`config.mk`:
```
export PLATFORM = sky130hd
export DESIGN_NAME = pll_clock_and_dram_timing_calc_core
export DESIGN_NICKNAME = d
export VERILOG_FILES = /design/src/rtl/core/ptcc_pkg.sv /design/src/rtl/core/ptcc_cfg_regs.sv /design/src/rtl/core/ptcc_pipe_ctrl.sv /design/src/rtl/core/ptcc_datapath.sv /design/src/rtl/core/pll_clock_and_dram_timing_calc_core.sv
export SDC_FILE = /design/constraint.sdc
export NUM_CORES = 2
export LEC_CHECK = 0
export ABC_CLOCK_PERIOD_IN_PS = 13900
export BUFFER_PORTS_ARGS = -buffer_cell sky130_fd_sc_hd__buf_2
export CAP_MARGIN = 20
export CORE_MARGIN = 4
export CORE_UTILIZATION = 65
export CTS_BUF_LIST = sky130_fd_sc_hd__clkbuf_4
export CTS_CLUSTER_DIAMETER = 40
export CTS_CLUSTER_SIZE = 28
export DETAILED_ROUTE_END_ITERATION = 8
export PLACE_DENSITY = 0.83
export SKIP_LAST_GASP = 1
export SLEW_MARGIN = 25
export SYNTH_ARGS = -nofsm -noshare
export SYNTH_HDL_FRONTEND = slang
export SYNTH_HIERARCHICAL = 1
export SYNTH_SLANG_ARGS = --single-unit
```
`constraint.sdc`:
```
create_clock -name clk_i -period 13.9 [get_ports clk_i]
set_input_delay 0 -clock clk_i [delete_from_list [all_inputs] [get_ports clk_i]]
set_output_delay 0 -clock clk_i [all_outputs]
set_load 0.005 [all_outputs]
```
`src/rtl/core/ptcc_pkg.sv`:
```
// ----------------------------------------------------------------------------
// ptcc_pkg
// Shared types, constants and arithmetic helpers of the PLL clock and DRAM
// timing calculator.
// ----------------------------------------------------------------------------
`default_nettype none

package ptcc_pkg;

  // Configuration port
  localparam int unsigned AddrW = 5;
  localparam int unsigned DataW = 32;

  typedef enum logic [2:0] {
    RegRefClock       = 3'd0,
    RegRefreshInt     = 3'd1,
    RegRefreshCycle   = 3'd2,
    RegPostedRefresh  = 3'd3,
    RegCasLatency     = 3'd4
  } reg_idx_e;

  localparam logic [7:0]  RefClockRst     = 8'd24;
  localparam logic [15:0] RefreshIntRst   = 16'd7800;
  localparam logic [9:0]  RefreshCycleRst = 10'd162;
  localparam logic [3:0]  PostedRst       = 4'd8;
  localparam logic [5:0]  CasLatencyRst   = 6'd15;

  typedef struct packed {
    logic [7:0]  ref_clock_mhz;
    logic [15:0] refresh_interval_ns;
    logic [9:0]  refresh_cycle_ns;
    logic [3:0]  posted_refreshes;
    logic [5:0]  cas_latency_ns;
  } cfg_t;

  // Pipeline
  localparam int unsigned NumStages = 5;

  typedef struct packed {
    logic [NumStages-1:0] en;
  } pipe_ctrl_t;

  // Field widths
  localparam int unsigned ClkW    = 15;
  localparam int unsigned RefiW   = 21;
  localparam int unsigned RfcW    = 15;
  localparam int unsigned ClW     = 11;
  localparam int unsigned WordW   = 32;
  localparam int unsigned RefiMulW = 31;
  localparam int unsigned RfcMulW  = 25;
  localparam int unsigned ClMulW   = 21;

  // Reciprocal constants: x/3 for x < 2^17 and x/1000 for x < 2^31.
  localparam int unsigned Div3Shift    = 17;
  localparam int unsigned Div3ProdW    = 32;
  localparam logic [15:0] Recip3       = 16'd43691;
  localparam int unsigned Div1kShift   = 41;
  localparam int unsigned Div1kProdW   = 63;
  localparam logic [31:0] Recip1000    = 32'd2199023256;

  // Packing constants
  localparam logic [WordW-1:0] PeriodOffset   = 32'd200;
  localparam logic [WordW-1:0] CasOffset      = 32'd4;
  localparam logic [WordW-1:0] RefreshEnable  = 32'h8000_0000;
  localparam logic [WordW-1:0] ModeFixedBits  = 32'h0000_0A00;

  // Divider select codes of the M field (value minus one).
  typedef enum logic [1:0] {
    MDiv1 = 2'd0,
    MDiv2 = 2'd1,
    MDiv3 = 2'd2,
    MDiv4 = 2'd3
  } m_sel_e;

  // ref * N * K of one PLL word.
  function automatic logic [ClkW-1:0] calc_prod(input logic [7:0]  ref_mhz,
                                                input logic [31:0] word);
    logic [12:0] rn;
    logic [2:0]  k;
    rn = 13'(ref_mhz) * 13'(word[12:8]);
    k  = 3'(word[5:4]) + 3'd1;
    return ClkW'(ClkW'(rn) * ClkW'(k));
  endfunction

  // Division by M in 1..4; the division by three is a reciprocal multiply.
  function automatic logic [ClkW-1:0] div_by_m(input logic [ClkW-1:0] x,
                                               input logic [1:0]      msel);
    logic [Div3ProdW-1:0] p;
    logic [ClkW-1:0]      q;
    p = Div3ProdW'(x) * Div3ProdW'(Recip3);
    unique case (m_sel_e'(msel))
      MDiv1:   q = x;
      MDiv2:   q = x >> 1;
      MDiv3:   q = p[Div3Shift +: ClkW];
      MDiv4:   q = x >> 2;
      default: q = x;
    endcase
    return q;
  endfunction

  // Truncating division by 1000 of a value below 2^31.
  function automatic logic [RefiW-1:0] div1000(input logic [RefiMulW-1:0] x);
    logic [Div1kProdW-1:0] p;
    p = Div1kProdW'(x) * Div1kProdW'(Recip1000);
    return p[Div1kShift +: RefiW];
  endfunction

endpackage

`default_nettype wire

```
`src/rtl/core/ptcc_cfg_regs.sv`:
```
// ----------------------------------------------------------------------------
// ptcc_cfg_regs
// APB register file holding the reference clock and DRAM timing settings.
// ----------------------------------------------------------------------------
`default_nettype none

module ptcc_cfg_regs
  import ptcc_pkg::*;
(
  input  wire logic             clk_i,
  input  wire logic             rst_ni,
  input  wire logic             psel,
  input  wire logic             penable,
  input  wire logic             pwrite,
  input  wire logic [AddrW-1:0] paddr,
  input  wire logic [DataW-1:0] pwdata,
  output logic      [DataW-1:0] prdata,
  output logic                  pready,
  output cfg_t                  cfg_o
);

  cfg_t     cfg_q;
  logic     wr_en;
  reg_idx_e idx;

  assign pready = 1'b1;
  assign wr_en  = psel & penable & pwrite & pready;
  assign idx    = reg_idx_e'(paddr[AddrW-1:2]);

  always_ff @(posedge clk_i or negedge rst_ni) begin
    if (!rst_ni) begin
      cfg_q.ref_clock_mhz       <= RefClockRst;
      cfg_q.refresh_interval_ns <= RefreshIntRst;
      cfg_q.refresh_cycle_ns    <= RefreshCycleRst;
      cfg_q.posted_refreshes    <= PostedRst;
      cfg_q.cas_latency_ns      <= CasLatencyRst;
    end else if (wr_en) begin
      unique case (idx)
        RegRefClock:      cfg_q.ref_clock_mhz       <= pwdata[7:0];
        RegRefreshInt:    cfg_q.refresh_interval_ns <= pwdata[15:0];
        RegRefreshCycle:  cfg_q.refresh_cycle_ns    <= pwdata[9:0];
        RegPostedRefresh: cfg_q.posted_refreshes    <= pwdata[3:0];
        RegCasLatency:    cfg_q.cas_latency_ns      <= pwdata[5:0];
        default: ;
      endcase
    end
  end

  always_comb begin
    unique case (idx)
      RegRefClock:      prdata = DataW'(cfg_q.ref_clock_mhz);
      RegRefreshInt:    prdata = DataW'(cfg_q.refresh_interval_ns);
      RegRefreshCycle:  prdata = DataW'(cfg_q.refresh_cycle_ns);
      RegPostedRefresh: prdata = DataW'(cfg_q.posted_refreshes);
      RegCasLatency:    prdata = DataW'(cfg_q.cas_latency_ns);
      default:          prdata = '0;
    endcase
  end

  assign cfg_o = cfg_q;

endmodule

`default_nettype wire

```
`src/rtl/core/ptcc_pipe_ctrl.sv`:
```
// ----------------------------------------------------------------------------
// ptcc_pipe_ctrl
// Valid bits and stage enables of the five-stage calculation pipeline.
// ----------------------------------------------------------------------------
`default_nettype none

module ptcc_pipe_ctrl
  import ptcc_pkg::*;
(
  input  wire logic clk_i,
  input  wire logic rst_ni,
  input  wire logic in_valid_i,
  output logic      in_stall_o,
  output logic      out_valid_o,
  input  wire logic out_stall_i,
  output pipe_ctrl_t ctrl_o
);

  logic [NumStages-1:0] valid_q, valid_d;
  logic [NumStages:0]   ready;
  logic [NumStages-1:0] valid_in;

  // A stage takes a new request when it is empty or its contents move on.
  always_comb begin
    ready[NumStages] = ~out_stall_i;
    for (int i = NumStages - 1; i >= 0; i--) begin
      ready[i] = ~valid_q[i] | ready[i+1];
    end
  end

  always_comb begin
    valid_in = {valid_q[NumStages-2:0], in_valid_i};
    for (int i = 0; i < NumStages; i++) begin
      valid_d[i] = ready[i] ? valid_in[i] : valid_q[i];
    end
  end

  always_ff @(posedge clk_i or negedge rst_ni) begin
    if (!rst_ni) begin
      valid_q <= '0;
    end else begin
      valid_q <= valid_d;
    end
  end

  assign ctrl_o.en   = ready[NumStages-1:0];
  assign in_stall_o  = ~ready[0];
  assign out_valid_o = valid_q[NumStages-1];

endmodule

`default_nettype wire

```
`src/rtl/core/ptcc_datapath.sv`:
```
// ----------------------------------------------------------------------------
// ptcc_datapath
// Five register stages: products, divide by M (by P for the other clock), divide
// by P and tick multiplies, divide by 1000, and refresh period with word packing.
// ----------------------------------------------------------------------------
`default_nettype none

module ptcc_datapath
  import ptcc_pkg::*;
(
  input  wire logic              clk_i,
  input  wire pipe_ctrl_t        ctrl_i,
  input  wire cfg_t              cfg_i,
  input  wire logic [WordW-1:0]  cpu_pll_word_i,
  input  wire logic [WordW-1:0]  dram_pll_word_i,
  output logic [ClkW-1:0]        cpu_clock_mhz_o,
  output logic [ClkW-1:0]        dram_clock_mhz_o,
  output logic [ClkW-1:0]        other_clock_mhz_o,
  output logic [RefiW-1:0]       refresh_interval_ticks_o,
  output logic [RfcW-1:0]        refresh_cycle_ticks_o,
  output logic [WordW-1:0]       refresh_period_ticks_o,
  output logic [ClW-1:0]         cas_ticks_o,
  output logic [WordW-1:0]       refresh_control_word_o,
  output logic [WordW-1:0]       mode_word_o
);

  // Stage 1
  logic [ClkW-1:0] s1_cprod_q, s1_dprod_q;
  logic [1:0]      s1_cm_q, s1_cp_q, s1_dm_q, s1_dp_q;
  // Stage 2
  logic [ClkW-1:0] s2_cdivm_q, s2_dclk_q, s2_oclk_q;
  logic [1:0]      s2_cp_q;
  // Stage 3
  logic [ClkW-1:0]     s3_cclk_q, s3_dclk_q, s3_oclk_q;
  logic [RefiMulW-1:0] s3_refi_q;
  logic [RfcMulW-1:0]  s3_rfc_q;
  logic [ClMulW-1:0]   s3_cl_q;
  // Stage 4
  logic [ClkW-1:0]  s4_cclk_q, s4_dclk_q, s4_oclk_q;
  logic [RefiW-1:0] s4_refi_q;
  logic [RfcW-1:0]  s4_rfc_q;
  logic [ClW-1:0]   s4_cl_q;
  // Stage 5
  logic [ClkW-1:0]  s5_cclk_q, s5_dclk_q, s5_oclk_q;
  logic [RefiW-1:0] s5_refi_q;
  logic [RfcW-1:0]  s5_rfc_q;
  logic [ClW-1:0]   s5_cl_q;
  logic [WordW-1:0] s5_prd_q, s5_drr_q, s5_mr_q;

  logic [RefiW-1:0] s4_refi_d;
  logic [WordW-1:0] s5_prd_d, s5_drr_d, s5_mr_d, cl_m4;
  logic [25:0]      refi_scaled;

  always_ff @(posedge clk_i) begin
    if (ctrl_i.en[0]) begin
      s1_cprod_q <= calc_prod(cfg_i.ref_clock_mhz, cpu_pll_word_i);
      s1_dprod_q <= calc_prod(cfg_i.ref_clock_mhz, dram_pll_word_i);
      s1_cm_q    <= cpu_pll_word_i[1:0];
      s1_cp_q    <= cpu_pll_word_i[17:16];
      s1_dm_q    <= dram_pll_word_i[1:0];
      s1_dp_q    <= dram_pll_word_i[17:16];
    end
  end

  // Dividing by M first and then by P gives the same floor as by M*P.
  always_ff @(posedge clk_i) begin
    if (ctrl_i.en[1]) begin
      s2_cdivm_q <= div_by_m(s1_cprod_q, s1_cm_q);
      s2_dclk_q  <= div_by_m(s1_dprod_q, s1_dm_q);
      s2_oclk_q  <= s1_dprod_q >> s1_dp_q;
      s2_cp_q    <= s1_cp_q;
    end
  end

  always_ff @(posedge clk_i) begin
    if (ctrl_i.en[2]) begin
      s3_cclk_q <= s2_cdivm_q >> s2_cp_q;
      s3_dclk_q <= s2_dclk_q;
      s3_oclk_q <= s2_oclk_q;
      s3_refi_q <= RefiMulW'(cfg_i.refresh_interval_ns) * RefiMulW'(s2_dclk_q);
      s3_rfc_q  <= RfcMulW'(cfg_i.refresh_cycle_ns) * RfcMulW'(s2_dclk_q);
      s3_cl_q   <= ClMulW'(cfg_i.cas_latency_ns) * ClMulW'(s2_dclk_q);
    end
  end

  assign s4_refi_d = div1000(s3_refi_q);

  always_ff @(posedge clk_i) begin
    if (ctrl_i.en[3]) begin
      s4_cclk_q <= s3_cclk_q;
      s4_dclk_q <= s3_dclk_q;
      s4_oclk_q <= s3_oclk_q;
      s4_refi_q <= s4_refi_d;
      s4_rfc_q  <= RfcW'(div1000(RefiMulW'(s3_rfc_q)));
      s4_cl_q   <= ClW'(div1000(RefiMulW'(s3_cl_q)));
    end
  end

  // The period and the CAS offset wrap at 32 bits; shifted bits above
  // bit 31 are dropped when packed.
  always_comb begin
    refi_scaled = 26'(s4_refi_q) * 26'({1'b0, cfg_i.posted_refreshes} + 5'd1);
    s5_prd_d    = WordW'(refi_scaled) - PeriodOffset;
    s5_drr_d    = RefreshEnable
                | {4'b0, cfg_i.posted_refreshes, 24'b0}
                | {s5_prd_d[23:0], 8'b0}
                | WordW'(s4_rfc_q);
    cl_m4       = WordW'(s4_cl_q) - CasOffset;
    s5_mr_d     = {cl_m4[27:0], 4'b0} | ModeFixedBits;
  end

  always_ff @(posedge clk_i) begin
    if (ctrl_i.en[4]) begin
      s5_cclk_q <= s4_cclk_q;
      s5_dclk_q <= s4_dclk_q;
      s5_oclk_q <= s4_oclk_q;
      s5_refi_q <= s4_refi_q;
      s5_rfc_q  <= s4_rfc_q;
      s5_cl_q   <= s4_cl_q;
      s5_prd_q  <= s5_prd_d;
      s5_drr_q  <= s5_drr_d;
      s5_mr_q   <= s5_mr_d;
    end
  end

  assign cpu_clock_mhz_o          = s5_cclk_q;
  assign dram_clock_mhz_o         = s5_dclk_q;
  assign other_clock_mhz_o        = s5_oclk_q;
  assign refresh_interval_ticks_o = s5_refi_q;
  assign refresh_cycle_ticks_o    = s5_rfc_q;
  assign refresh_period_ticks_o   = s5_prd_q;
  assign cas_ticks_o              = s5_cl_q;
  assign refresh_control_word_o   = s5_drr_q;
  assign mode_word_o              = s5_mr_q;

endmodule

`default_nettype wire

```
`src/rtl/core/pll_clock_and_dram_timing_calc_core.sv`:
```
// Pipeline: five register stages; a request accepted at the input raises
// out_valid_o once it reaches the last stage, and its result leaves when out_stall_i is low.
// Throughput: one request per cycle; the five register stages each take a
// new request whenever the stage after them moves on or is empty.
// The longest stage is the reciprocal multiply that divides by 1000.
// Reset: the pipeline empties and the configuration registers take their reset values.
// ----------------------------------------------------------------------------
// pll_clock_and_dram_timing_calc_core
// Computes PLL output clocks and DRAM refresh and CAS timing words.
// ----------------------------------------------------------------------------
`default_nettype none

module pll_clock_and_dram_timing_calc_core
  import ptcc_pkg::*;
(
  input  wire logic              clk_i,
  input  wire logic              rst_ni,
  input  wire logic              psel,
  input  wire logic              penable,
  input  wire logic              pwrite,
  input  wire logic [AddrW-1:0]  paddr,
  input  wire logic [DataW-1:0]  pwdata,
  output logic      [DataW-1:0]  prdata,
  output logic                   pready,
  input  wire logic              in_valid_i,
  output logic                   in_stall_o,
  input  wire logic [WordW-1:0]  cpu_pll_word_i,
  input  wire logic [WordW-1:0]  dram_pll_word_i,
  output logic                   out_valid_o,
  input  wire logic              out_stall_i,
  output logic [ClkW-1:0]        cpu_clock_mhz_o,
  output logic [ClkW-1:0]        dram_clock_mhz_o,
  output logic [ClkW-1:0]        other_clock_mhz_o,
  output logic [RefiW-1:0]       refresh_interval_ticks_o,
  output logic [RfcW-1:0]        refresh_cycle_ticks_o,
  output logic [WordW-1:0]       refresh_period_ticks_o,
  output logic [ClW-1:0]         cas_ticks_o,
  output logic [WordW-1:0]       refresh_control_word_o,
  output logic [WordW-1:0]       mode_word_o
);

  cfg_t       cfg;
  pipe_ctrl_t ctrl;

  ptcc_cfg_regs u_regs (
    .clk_i   (clk_i),
    .rst_ni  (rst_ni),
    .psel    (psel),
    .penable (penable),
    .pwrite  (pwrite),
    .paddr   (paddr),
    .pwdata  (pwdata),
    .prdata  (prdata),
    .pready  (pready),
    .cfg_o   (cfg)
  );

  ptcc_pipe_ctrl u_ctrl (
    .clk_i       (clk_i),
    .rst_ni      (rst_ni),
    .in_valid_i  (in_valid_i),
    .in_stall_o  (in_stall_o),
    .out_valid_o (out_valid_o),
    .out_stall_i (out_stall_i),
    .ctrl_o      (ctrl)
  );

  ptcc_datapath u_dp (
    .clk_i                    (clk_i),
    .ctrl_i                   (ctrl),
    .cfg_i                    (cfg),
    .cpu_pll_word_i           (cpu_pll_word_i),
    .dram_pll_word_i          (dram_pll_word_i),
    .cpu_clock_mhz_o          (cpu_clock_mhz_o),
    .dram_clock_mhz_o         (dram_clock_mhz_o),
    .other_clock_mhz_o        (other_clock_mhz_o),
    .refresh_interval_ticks_o (refresh_interval_ticks_o),
    .refresh_cycle_ticks_o    (refresh_cycle_ticks_o),
    .refresh_period_ticks_o   (refresh_period_ticks_o),
    .cas_ticks_o              (cas_ticks_o),
    .refresh_control_word_o   (refresh_control_word_o),
    .mode_word_o              (mode_word_o)
  );

endmodule

`default_nettype wire

```
==> run metrics <==
fraction of registers with async set/reset 10.1%; Crit Path Class reg -> reg; clock-pin transition on the worst setup and hold timing paths 170 ps; Syn Area/Cell 10.5 µm²; Yosys top cell by area fa_1; clk sinks 486; Via Count 54000; Final min period 7860 ps; via count of the first global-routing pass 58500; Fmax 0.127 GHz; arrival time worst endpoint 8610 ps; wire length per cell 19.2 µm; Total GRT Usage 29.4%; met2 track utilization from global routing 50.3%; Core ar. 121000 µm²; Clk Tree Root Cell clkbuf_4; Relative slew margins 32.2%; Mapped Area 79400 µm²; number of vias per cell 5.70; Tcrit/Tclk final 56.5%; die span in y 357 µm; FP Rows 127; layout cells sized above 1 7.07%; ys flop type edfxtp_1; Setup-failing EPs final 0; largest family of logic cells by synthesized area adder cells; final core occ 69.7%; Synth Area in Adders 53.7%; Crit Path Max Fanout 10; clock skew 69.3 ps; number of CTS-inserted buffers 71; final instance area 84100 µm²; worst slew pin tran 1020 ps; global route total overflow 0; Iteration-0 DRC Markers 3574; P&R area growth vs syn 5.91%; Die Width 357 µm; EDFF count, synth 437; DR pass1 iterations 8; Routed WL 182000 µm; Initial Util 65.8%; share of the synthesized area in the top cell type 31.8%; DRC 0; post-synthesis xor/xnor area fraction 1.91%; sequential cell area fraction in the yosys report 18.1%; met3 Use GR 5.88%; grt met1 use 37.6%; top post-synthesis cells by area fa_1, ha_1, edfxtp_1; DIE AREA 128000 µm²; Yosys reg bits 486; Pins Over Slew Limit 0; Top Ports 331; Hold Crit Class in -> reg; hold_ws 132 ps; Synth Area in Simple Gates 8.27%; multiplexer share of the synthesized area 2.03%; ANT nets after route 0; synth warn 6; HPWL after DPL 146000 µm; CP required 14650 ps; CTS tree built; status finished clean; H-tree depth 3; crit start category flop; first-pass GRT wire length 297000 µm; Reg2Reg Setup Slack 6040 ps; setup TNS 0 ps; # Max-Cap Violations 0; final net count 10600; RSZ-0062 raised after global routing false; Area after DPL 81900 µm²; Final GP Congestion 0.967; Synth Area in Compound Gates 5.45%; largest net degree at the start of global routing 72; I/O Buffers 246; clock tree buffer depth 3; Syn Inst Count 7536; Skew-Pair Late Insertion Delay 1020 ps; Yosys cell types 87; initial antenna violation count 12; Hold Fails Final Rpt 0; crit path capture type flop; most crowded layer after global routing met2
## routing by layer
metal	vias to the layer above	wire [µm]	part of all wire, %
met1	27100	71100	39
met2	2086	89700	49
li1	24400	-	-
met5	-	68	0.037
met4	10	6190	3.4
met3	448	14900	8.2
## layout make-up
class | count | area [µm²]
multi-input combinational | 4929 | 56800
fill | 8522 | 36500
sequential | 486 | 14400
inverter | 1940 | 7290
timing repair buffer | 362 | 2340
tap | 1612 | 2020
clock inverter | 58 | 686
clock buffer | 74 | 556
antenna | 8 | 20.0
## sequential cells by signal (all words and copies together), names as in the netlist, 21 cells and up
name and cells:
u_regs/cfg_o 44, u_dp/s3_refi_q 31, u_dp/refresh_period_ticks_o 27, u_dp/s3_rfc_q 25, u_dp/refresh_interval_ticks_o 21, u_dp/s3_cl_q 21, u_dp/s4_refi_q 21
## kinds of logic after synthesis
group	count (synthesis)
XOR/XNOR	170
buffers and inverters	2141
AO/OA/AOI/OAI	653
AND/OR/NAND/NOR	1326
other	4
adder cells (fa/ha/maj)	2653
flip-flops	486
multiplexers	103
## through the flow
| stage | cells | worst slack, ps |
|---|---|---|
| 2_1_floorplan | 7556 | 7100 |
| 3_3_place_gp | 9238 | 6200 |
| 3_5_place_dp | 9238 | 6040 |
| 4_1_cts | 9461 | 6050 |
| 5_1_grt | 9465 | 5830 |
| 6_report | 9469 | 6040 |
## cell usage after synthesis (all sizes together), types with 7 or more instances
cell	n
mux4	42
a31oi	15
or2	26
o21bai	23
nor3b	18
and4	11
xor2	49
nor2b	45
buf	79
o31ai	7
dfrtp	31
fa	1261
a22oi	10
and3	28
nand4	20
nor2	153
o211ai	17
a21boi	14
a2111oi	13
a21o	111
edfxtp	437
nor4	11
nand2	526
or3	15
o21ai	115
a21oi	186
xnor2	119
mux2	47
ha	1392
nand3	63
inv	1940
mux2i	14
nor3	49
o21a	21
nand2b	59
dfstp	18
a211oi	38
o41ai	8
clkbuf	122
and2	283
o2111ai	8
## cell usage in the layout (no fill, tap or decap), drive strengths merged, types with 115 or more instances in the layout
cell type | synthesis | final
buf | 79 | 272
fa | 1261 | 1261
o21ai | 115 | 115
ha | 1392 | 1392
nor2 | 153 | 153
inv | 1940 | 1964
and2 | 283 | 283
nand2 | 526 | 526
edfxtp | 437 | 437
a21oi | 186 | 186
xnor2 | 119 | 119
## path summary, 6_finish.rpt
check | cells after the start | to | startpoint
hold reg to reg | 0 | u_dp/refresh_cycle_ticks_o[1]$_DFFE_PP_ | u_dp/s4_rfc_q[1]$_DFFE_PP_
setup / recovery | 22 | u_dp/s4_refi_q[15]$_DFFE_PP_ | u_dp/s3_refi_q[11]$_DFFE_PP_
hold / removal | 4 | u_ctrl/valid_q[1]$_DFFE_PN0P_ | out_stall_i
setup reg to reg | 22 | u_dp/s4_refi_q[15]$_DFFE_PP_ | u_dp/s3_refi_q[11]$_DFFE_PP_
max in group asynchronous | 4 | u_regs/cfg_o[16]$_DFFE_PN0P_ | rst_ni
min in group asynchronous | 3 | u_regs/cfg_o[30]$_DFFE_PN1P_ | rst_ni
## worst max-delay path, cell delays in order, from the launching register on
cell       delay [ps]
edfxtp_1          820
ha_1              380
fa_1              410
fa_1              490
inv_1              50
fa_1              470
inv_1              50
fa_1              490
fa_1              510
fa_1              500
inv_1              50
fa_1              470
inv_1              50
ha_1              290
a21o_1            160
a21o_1            170
a221oi_1          570
o211ai_1          250
a21o_1            270
a31o_2            290
a2111oi_0         550
o31ai_1           170
xor2_1            170
## what timing repair did
action                                 in CTS  in global routing
buffers inserted                            0                  0
gates resized for setup                     0                  0
endpoints found under the hold margin     241                  0
hold buffers                               91                  0
Power is not shown: default switching activity piles up to over one toggle a cycle in this logic, so the estimate is an artifact.
